$ cat src/design/rcph_pkg.sv
// Shared types and constants for the RC pulse to H-bridge drive block.
`default_nettype none
package rcph_pkg;

  localparam int unsigned OFS_W      = 12;
  localparam int unsigned CMD_W      = 14;
  localparam int unsigned DUTY_W     = 6;
  localparam int unsigned CFG_DATA_W = 14;
  localparam int unsigned CFG_IDX_W  = 3;

  localparam logic [CMD_W-1:0] CMD_MAX  = 14'd16383;
  localparam logic [CMD_W-1:0] BAND_LOW = 14'd5;

  // Register indexes
  localparam logic [CFG_IDX_W-1:0] CFG_WIDTH_OFFSET  = 3'd0;
  localparam logic [CFG_IDX_W-1:0] CFG_VALID_END     = 3'd1;
  localparam logic [CFG_IDX_W-1:0] CFG_FWD_SLOW_FROM = 3'd2;
  localparam logic [CFG_IDX_W-1:0] CFG_LOCK_FROM     = 3'd3;
  localparam logic [CFG_IDX_W-1:0] CFG_LOCK_TO       = 3'd4;
  localparam logic [CFG_IDX_W-1:0] CFG_REV_SLOW_TO   = 3'd5;
  localparam logic [CFG_IDX_W-1:0] CFG_CYCLE_TOP     = 3'd6;
  localparam logic [CFG_IDX_W-1:0] CFG_OFF_ABOVE     = 3'd7;

  // Register reset values
  localparam logic [OFS_W-1:0]  RST_WIDTH_OFFSET  = 12'd250;
  localparam logic [CMD_W-1:0]  RST_VALID_END     = 14'd973;
  localparam logic [CMD_W-1:0]  RST_FWD_SLOW_FROM = 14'd250;
  localparam logic [CMD_W-1:0]  RST_LOCK_FROM     = 14'd450;
  localparam logic [CMD_W-1:0]  RST_LOCK_TO       = 14'd550;
  localparam logic [CMD_W-1:0]  RST_REV_SLOW_TO   = 14'd750;
  localparam logic [DUTY_W-1:0] RST_CYCLE_TOP     = 6'd40;
  localparam logic [DUTY_W-1:0] RST_OFF_ABOVE     = 6'd38;

  typedef struct packed {
    logic [OFS_W-1:0]  width_offset;
    logic [CMD_W-1:0]  valid_end;
    logic [CMD_W-1:0]  fwd_slow_from;
    logic [CMD_W-1:0]  lock_from;
    logic [CMD_W-1:0]  lock_to;
    logic [CMD_W-1:0]  rev_slow_to;
    logic [DUTY_W-1:0] cycle_top;
    logic [DUTY_W-1:0] off_above;
  } cfg_t;

endpackage
`default_nettype wire

$ cat src/design/rc_pulse_to_hbridge_drive.sv
// Path: an accepted sample updates the stage-one count, command and duty registers, and its
// drive pair is decoded from them into the output register. Throughput: one sample per cycle
// while the output is not stalled; stage two advances whenever the output slot is free.
// Back-pressure on the output stalls stage two; with stage one also full it drops in_ready_o.
// Reset: asynchronous, active low; counters and command clear, registers take their defaults.
`default_nettype none
module rc_pulse_to_hbridge_drive #(
  parameter int unsigned COUNT_BITS = 12
) (
  input  wire logic                               clk_i,
  input  wire logic                               rst_ni,
  input  wire logic                               cfg_we_i,
  input  wire logic [rcph_pkg::CFG_IDX_W-1:0]     cfg_idx_i,
  input  wire logic [rcph_pkg::CFG_DATA_W-1:0]    cfg_data_i,
  input  wire logic                               in_valid_i,
  output logic                                    in_ready_o,
  input  wire logic                               line_level_i,
  output logic                                    out_valid_o,
  input  wire logic                               out_ready_i,
  output logic                                    drive_a_o,
  output logic                                    drive_b_o
);
  import rcph_pkg::*;

  localparam int unsigned DW = (COUNT_BITS > OFS_W) ? COUNT_BITS : OFS_W;

  cfg_t                  cfg_q;
  logic [COUNT_BITS-1:0] cnt_q, cnt_d;
  logic [CMD_W-1:0]      cmd_q, cmd_d;
  logic [DUTY_W-1:0]     duty_q, duty_d;
  logic                  s1_valid_q;
  logic                  out_valid_q;
  logic                  drive_a_q, drive_b_q;
  logic                  dec_a, dec_b;
  logic                  advance, accept;

  logic [DW-1:0]   cnt_ext, ofs_ext, diff;
  logic [DW+1:0]   prod;
  logic [CMD_W-1:0] cmd_new;
  logic [DUTY_W:0] duty_inc;

  assign advance    = !out_valid_q || out_ready_i;
  assign in_ready_o = !s1_valid_q || advance;
  assign accept     = in_valid_i && in_ready_o;

  // Configuration writes
  always_ff @(posedge clk_i or negedge rst_ni) begin
    if (!rst_ni) begin
      cfg_q.width_offset  <= RST_WIDTH_OFFSET;
      cfg_q.valid_end     <= RST_VALID_END;
      cfg_q.fwd_slow_from <= RST_FWD_SLOW_FROM;
      cfg_q.lock_from     <= RST_LOCK_FROM;
      cfg_q.lock_to       <= RST_LOCK_TO;
      cfg_q.rev_slow_to   <= RST_REV_SLOW_TO;
      cfg_q.cycle_top     <= RST_CYCLE_TOP;
      cfg_q.off_above     <= RST_OFF_ABOVE;
    end else if (cfg_we_i) begin
      unique case (cfg_idx_i)
        CFG_WIDTH_OFFSET:  cfg_q.width_offset  <= cfg_data_i[OFS_W-1:0];
        CFG_VALID_END:     cfg_q.valid_end     <= cfg_data_i[CMD_W-1:0];
        CFG_FWD_SLOW_FROM: cfg_q.fwd_slow_from <= cfg_data_i[CMD_W-1:0];
        CFG_LOCK_FROM:     cfg_q.lock_from     <= cfg_data_i[CMD_W-1:0];
        CFG_LOCK_TO:       cfg_q.lock_to       <= cfg_data_i[CMD_W-1:0];
        CFG_REV_SLOW_TO:   cfg_q.rev_slow_to   <= cfg_data_i[CMD_W-1:0];
        CFG_CYCLE_TOP:     cfg_q.cycle_top     <= cfg_data_i[DUTY_W-1:0];
        CFG_OFF_ABOVE:     cfg_q.off_above     <= cfg_data_i[DUTY_W-1:0];
        default: ;
      endcase
    end
  end

  // Pulse width measurement, command scaling and duty stepping
  always_comb begin
    cnt_ext  = DW'(cnt_q);
    ofs_ext  = DW'(cfg_q.width_offset);
    diff     = cnt_ext - ofs_ext;
    prod     = {2'b00, diff} + {1'b0, diff, 1'b0};
    if (cnt_ext > ofs_ext) begin
      cmd_new = (prod > (DW + 2)'(CMD_MAX)) ? CMD_MAX : prod[CMD_W-1:0];
    end else begin
      cmd_new = '0;
    end
    duty_inc = {1'b0, duty_q} + {{DUTY_W{1'b0}}, 1'b1};

    cnt_d  = cnt_q;
    cmd_d  = cmd_q;
    duty_d = duty_q;
    if (line_level_i) begin
      if (!(&cnt_q)) begin
        cnt_d = cnt_q + {{(COUNT_BITS-1){1'b0}}, 1'b1};
      end
    end else begin
      if (cnt_q != '0) begin
        cmd_d = cmd_new;
        cnt_d = '0;
      end
      // Wrap once past the top value
      if (duty_inc > {1'b0, cfg_q.cycle_top}) begin
        duty_d = '0;
      end else begin
        duty_d = duty_inc[DUTY_W-1:0];
      end
    end
  end

  always_ff @(posedge clk_i or negedge rst_ni) begin
    if (!rst_ni) begin
      cnt_q  <= '0;
      cmd_q  <= '0;
      duty_q <= '0;
    end else if (accept) begin
      cnt_q  <= cnt_d;
      cmd_q  <= cmd_d;
      duty_q <= duty_d;
    end
  end

  rcph_decode u_decode (
    .cmd_i     (cmd_q),
    .duty_i    (duty_q),
    .cfg_i     (cfg_q),
    .drive_a_o (dec_a),
    .drive_b_o (dec_b)
  );

  // Stage valids: stage two advances whenever the output slot frees up, stage one when in_ready_o
  always_ff @(posedge clk_i or negedge rst_ni) begin
    if (!rst_ni) begin
      s1_valid_q  <= 1'b0;
      out_valid_q <= 1'b0;
    end else begin
      if (advance) begin
        out_valid_q <= s1_valid_q;
      end
      if (in_ready_o) begin
        s1_valid_q <= in_valid_i;
      end
    end
  end

  always_ff @(posedge clk_i) begin
    if (advance && s1_valid_q) begin
      drive_a_q <= dec_a;
      drive_b_q <= dec_b;
    end
  end

  assign out_valid_o = out_valid_q;
  assign drive_a_o   = drive_a_q;
  assign drive_b_o   = drive_b_q;

`ifndef ASSERT_OFF
  a_high_holds_duty: assert property (@(posedge clk_i) disable iff (!rst_ni)
    (accept && line_level_i) |=> $stable(duty_q))
    else $error("duty counter moved on a high sample");

  a_high_no_decrease: assert property (@(posedge clk_i) disable iff (!rst_ni)
    (accept && line_level_i) |=> (cnt_q >= $past(cnt_q)))
    else $error("width counter fell during a pulse");

  a_low_clears_count: assert property (@(posedge clk_i) disable iff (!rst_ni)
    (accept && !line_level_i) |=> (cnt_q == '0))
    else $error("width counter not cleared on a low sample");

  a_stall_cause: assert property (@(posedge clk_i) disable iff (!rst_ni)
    !in_ready_o |-> (s1_valid_q && out_valid_q && !out_ready_i))
    else $error("request refused without a full pipeline");
`endif

endmodule
`default_nettype wire

$ cat src/design/rcph_decode.sv
// Bridge output decoder: command and duty position to drive pair.
`default_nettype none
module rcph_decode (
  input  wire logic [rcph_pkg::CMD_W-1:0]  cmd_i,
  input  wire logic [rcph_pkg::DUTY_W-1:0] duty_i,
  input  wire rcph_pkg::cfg_t              cfg_i,
  output logic                             drive_a_o,
  output logic                             drive_b_o
);
  import rcph_pkg::*;

  logic off;

  always_comb begin
    off       = duty_i > cfg_i.off_above;
    drive_a_o = 1'b0;
    drive_b_o = 1'b0;
    // Later bands override earlier ones when the limits are misordered
    if (cmd_i >= BAND_LOW && cmd_i < cfg_i.valid_end) begin
      if (cmd_i < cfg_i.fwd_slow_from) begin
        drive_a_o = 1'b0;
        drive_b_o = 1'b1;
      end
      if (cmd_i >= cfg_i.fwd_slow_from && cmd_i < cfg_i.lock_from) begin
        drive_a_o = 1'b0;
        drive_b_o = !off;
      end
      if (cmd_i >= cfg_i.lock_from && cmd_i < cfg_i.lock_to) begin
        drive_a_o = 1'b1;
        drive_b_o = 1'b1;
      end
      if (cmd_i >= cfg_i.lock_to && cmd_i < cfg_i.rev_slow_to) begin
        drive_a_o = !off;
        drive_b_o = 1'b0;
      end
      if (cmd_i >= cfg_i.rev_slow_to) begin
        drive_a_o = 1'b1;
        drive_b_o = 1'b0;
      end
    end
  end

endmodule
`default_nettype wire

$ cat config.mk
export PLATFORM = sky130hd
export DESIGN_NAME = rc_pulse_to_hbridge_drive
export DESIGN_NICKNAME = d
export VERILOG_FILES = /design/src/design/rcph_pkg.sv /design/src/design/rc_pulse_to_hbridge_drive.sv /design/src/design/rcph_decode.sv
export SDC_FILE = /design/constraint.sdc
export NUM_CORES = 1
export LEC_CHECK = 0
export BUFFER_PORTS_ARGS = -buffer_cell sky130_fd_sc_hd__buf_2
export CAP_MARGIN = 10
export CORE_MARGIN = 3
export CORE_UTILIZATION = 50
export CTS_CLUSTER_DIAMETER = 40
export DETAILED_ROUTE_END_ITERATION = 12
export PLACE_DENSITY = 0.78
export SKIP_LAST_GASP = 1
export SLEW_MARGIN = 20
export SYNTH_ARGS = -nofsm -noshare
export SYNTH_HDL_FRONTEND = slang
export SYNTH_SLANG_ARGS = --single-unit
$ cat constraint.sdc
create_clock -name clk_i -period 11 [get_ports clk_i]
set_input_delay 0.55 -clock clk_i [delete_from_list [all_inputs] [get_ports clk_i]]
set_output_delay 0.55 -clock clk_i [all_outputs]
set_load 0.005 [all_outputs]
==> out/qor.csv <==
stage;metric;value;unit
cells_and_area;share of cells above drive strength 1;17.4;%
timing;RSZ-0062 raised after global routing;false;
cells_and_area;commonest non-fill, non-tap cells in the layout;ha_1, inv_1, dfrtp_1;
global_routing;first-pass GRT wire length;31100;um
cells_and_area;Layout fillers;1427;
synthesis;Post-Synthesis Cells;867;
hold_path;worst hold path class;in -> async;
synthesis;Mapped Nets;1000;
detailed_routing;vias per cell;5.60;
global_routing;largest net degree at the start of global routing;78;
critical_path;Arr. time, crit path;4.07;ns
timing;period utilization;34.1;%
clock_tree;Post-CTS Hold Buffers;0;
timing;clk_skew;0.00609;ns
global_routing;Overflow after GRT;0;
clock_tree;Num CTS Buffers;17;
critical_path;crit path to;cmd_q[11];
timing;final setup fails;0;
cells_and_area;multi-input combinational cell area;4600;um2
critical_path;R2R Path End;cmd_q[11];
detailed_routing;via count;6319;
synthesis;sequential share of the synthesized area;39.7;%
global_routing;initial antenna violation count;0;
clock_tree;clk slew on worst S/H paths;0.05;ns
clock_tree;Post-CTS Setup Repair Bufs;0;
run_status;outcome;completed;
floorplanning;Core ar.;16100;um2
timing;Final Hold Fails;0;
place;estimated wirelength of the detail-placed design;13300;um
synthesis;EDFF count, synth;2;
synthesis;FFs w/ async S/R, synth;98.5;%
clock_tree;root buffer cell;clkbuf_16;
synthesis;main combinational cell family by area after synthesis;adder cells;
global_routing;GRT Total Usage;21.5;%
floorplanning;IO Count;27;
floorplanning;die height;135;um
critical_path;CP endpoint kind;flop;
critical_path;WS Path Type;reg -> reg;
clock_tree;number of gates resized after CTS;0;
critical_path;Startpoint Class;flop;
critical_path;Worst Path Required;11.31;ns
place;routability congestion estimate from global placement;0.863;
critical_path;cells on worst reg2reg path;14;
timing;Tightest Pin Transition;0.995;ns
power_and_ir_drop;Leakage;0.00449;uW
critical_path;FF-to-FF setup slack;7.24;ns
clock_tree;CTS tree;built;
cells_and_area;Nets;1033;
synthesis;Unique masters post-synth;68;
run;max cap viols;0;
timing;Post-Route Setup TNS;0;ns
critical_path;Critical Path Start;cnt_ext[0];
synthesis;Syn. warnings;0;
clock_tree;CTS Buffer Depth;2;
synthesis;post-synthesis compound-gate area fraction;15.4;%
timing;clock period minus final worst setup slack;3.76;ns
floorplanning;Die Span X;135;um
timing;Worst Setup Slack, final;7.24;ns
floorplanning;num rows;46;
synthesis;Cell Area, Synth;8350;um2
detailed_routing;Detail Route Antenna Nets;0;
power_and_ir_drop;Max IR drop VDD;0.132;mV
synthesis;Simple-Gate Fraction of Synth Area;13.7;%
place;IO Port Bufs;26;
place;worst slack, placed;7.24;ns
floorplanning;Die ar.;18300;um2
clock_tree;H-tree lvl count;4;
critical_path;reg2reg start;cnt_ext[0];
synthesis;Primary FF master, synth;dfrtp_1;
cells_and_area;Seq. cell area;3310;um2
synthesis;post-synthesis adder-cell area fraction;16.7;%
synthesis;XOR/XNOR share of the synthesized area;2.68;%
detailed_routing;# DRC;0;
critical_path;worst-path maximum fanout;5;
cells_and_area;most common cell after layout, fill and taps aside;ha_1;
detailed_routing;number of detailed-route iterations in the first pass;5;
cells_and_area;ant diodes;0;
timing;achievable frequency;0.266;GHz
synthesis;mux cell area share after synthesis;6.41;%
cells_and_area;Area growth, synth to finish;11.4;%
synthesis;Yosys reg bits;130;
detailed_routing;Wirelength per Cell;16.4;um
detailed_routing;Initial DRC Count;405;
floorplanning;Initial Util;51.8;%
timing;hold_ws;0.157;ns
clock_tree;TritonCTS Sinks;130;
timing;relative max-transition margin;33.7;%
clock_tree;clock latency on the worst-skew pair;0.42;ns
power_and_ir_drop;pwr dens;206;nW/um2
timing;Final Max Slew Viols;0;
cells_and_area;Core Util, Final;57.7;%
detailed_routing;Routed WL;18500;um
global_routing;vias in the first global route;6244;
synthesis;syn avg cell area;9.63;um2
==> sequential cells by signal, summed over array words and instances (netlist names) <==
register	cells
s1_valid_q	1
cfg_q	82
drive_a_o	1
drive_b_o	1
ofs_ext	12
duty_q	6
out_valid_o	1
cnt_ext	12
cmd_q	14
==> per-stage QoR <==
step / area, um2 / total power [uW] / std cells
2_1_floorplan: 8350 / 1220 / 867
3_3_place_gp: 8750 / 1360 / 1097
3_5_place_dp: 8750 / 1390 / 1097
4_1_cts: 9300 / 1930 / 1129
5_1_grt: 9300 / 2070 / 1129
6_report: 9300 / 1920 / 1129
==> final cells by class <==
| cell class | instances | area share [%] |
|---|---|---|
| repair buffers | 32 | 1.91 |
| clock inverters | 5 | 0.538 |
| inverters | 102 | 4.12 |
| multi-input cells | 617 | 49.5 |
| clock buffers | 27 | 5.41 |
| well taps | 216 | 2.91 |
| flip-flops and latches | 130 | 35.6 |
==> critical path: stages, from the launching register on <==
cell	delay (ns)
dfrtp_1	0.40
inv_1	0.14
ha_1	0.18
inv_1	0.06
fa_1	0.50
ha_1	0.27
fa_1	0.41
a21o_1	0.17
a21oi_1	0.23
o21ai_1	0.13
o41a_1	0.37
nand2_1	0.10
o22ai_2	0.08
or3_1	0.35
a32o_1	0.25
==> Yosys cell counts (3+ instances only) <==
library cell	n	area [um2]
a31oi_1	3	18.8
or2_2	4	25.0
nor2_1	38	143
nand2_1	87	327
mux2_2	44	495
o21ai_1	4	20.0
or3_1	5	31.3
nor2b_1	10	62.6
nor3_1	14	70.1
o21ai_0	81	405
mux2i_1	4	40.0
clkbuf_1	16	60.1
and3_1	6	37.5
dfstp_2	39	1020
nor4_1	3	18.8
nand4_1	19	119
xor2_1	14	123
xnor2_1	9	78.8
o211ai_1	4	30.0
nand2b_1	11	68.8
a21oi_1	35	175
nand4b_1	3	26.3
and4_1	5	43.8
dfrtp_1	89	2230
nand3_1	12	60.1
ha_1	108	1350
o21a_1	14	105
a211oi_1	5	37.5
nand3b_1	4	30.0
a22o_1	11	96.3
inv_1	101	379
and2_1	3	18.8
a21o_1	15	113
==> logic make-up (layout without fill, tap and decap cells) <==
| logic type | after synthesis | after routing |
|---|---|---|
| XOR/XNOR | 24 | 24 |
| AO/OA/AOI/OAI | 204 | 204 |
| flip-flops | 130 | 130 |
| adder cells (fa/ha/maj) | 110 | 110 |
| multiplexers | 48 | 48 |
| AND/OR/NAND/NOR | 231 | 231 |
| buffers and inverters | 120 | 166 |
==> layer usage <==
metal  share of wire [%]  up-vias  track usage [%]
li1                    -     3123                -
met1                  46     3055             27.8
met2                  48      105             35.4
met3                 3.8       36             5.46
met4                 2.1        0             7.00
met5                   0        -                0
==> worst min path at each step <==
stage	to	slack (ns)
floorplan	cfg_q[0]	0.25
global placement	out_valid_o	0.46
detailed placement	out_valid_o	0.48
CTS	cfg_q[62]	0.17
global route	cfg_q[62]	0.21
finish	cfg_q[62]	0.16
==> report_power, final <==
part | switching, uW | leakage [uW] | internal [uW]
Sequential | 51.9 | 0.00156 | 590
Clock | 196 | 0.000275 | 333
Combinational | 413 | 0.00266 | 335
Total | 661 | 0.00449 | 1260
Power figures use the tool's default switching activity.
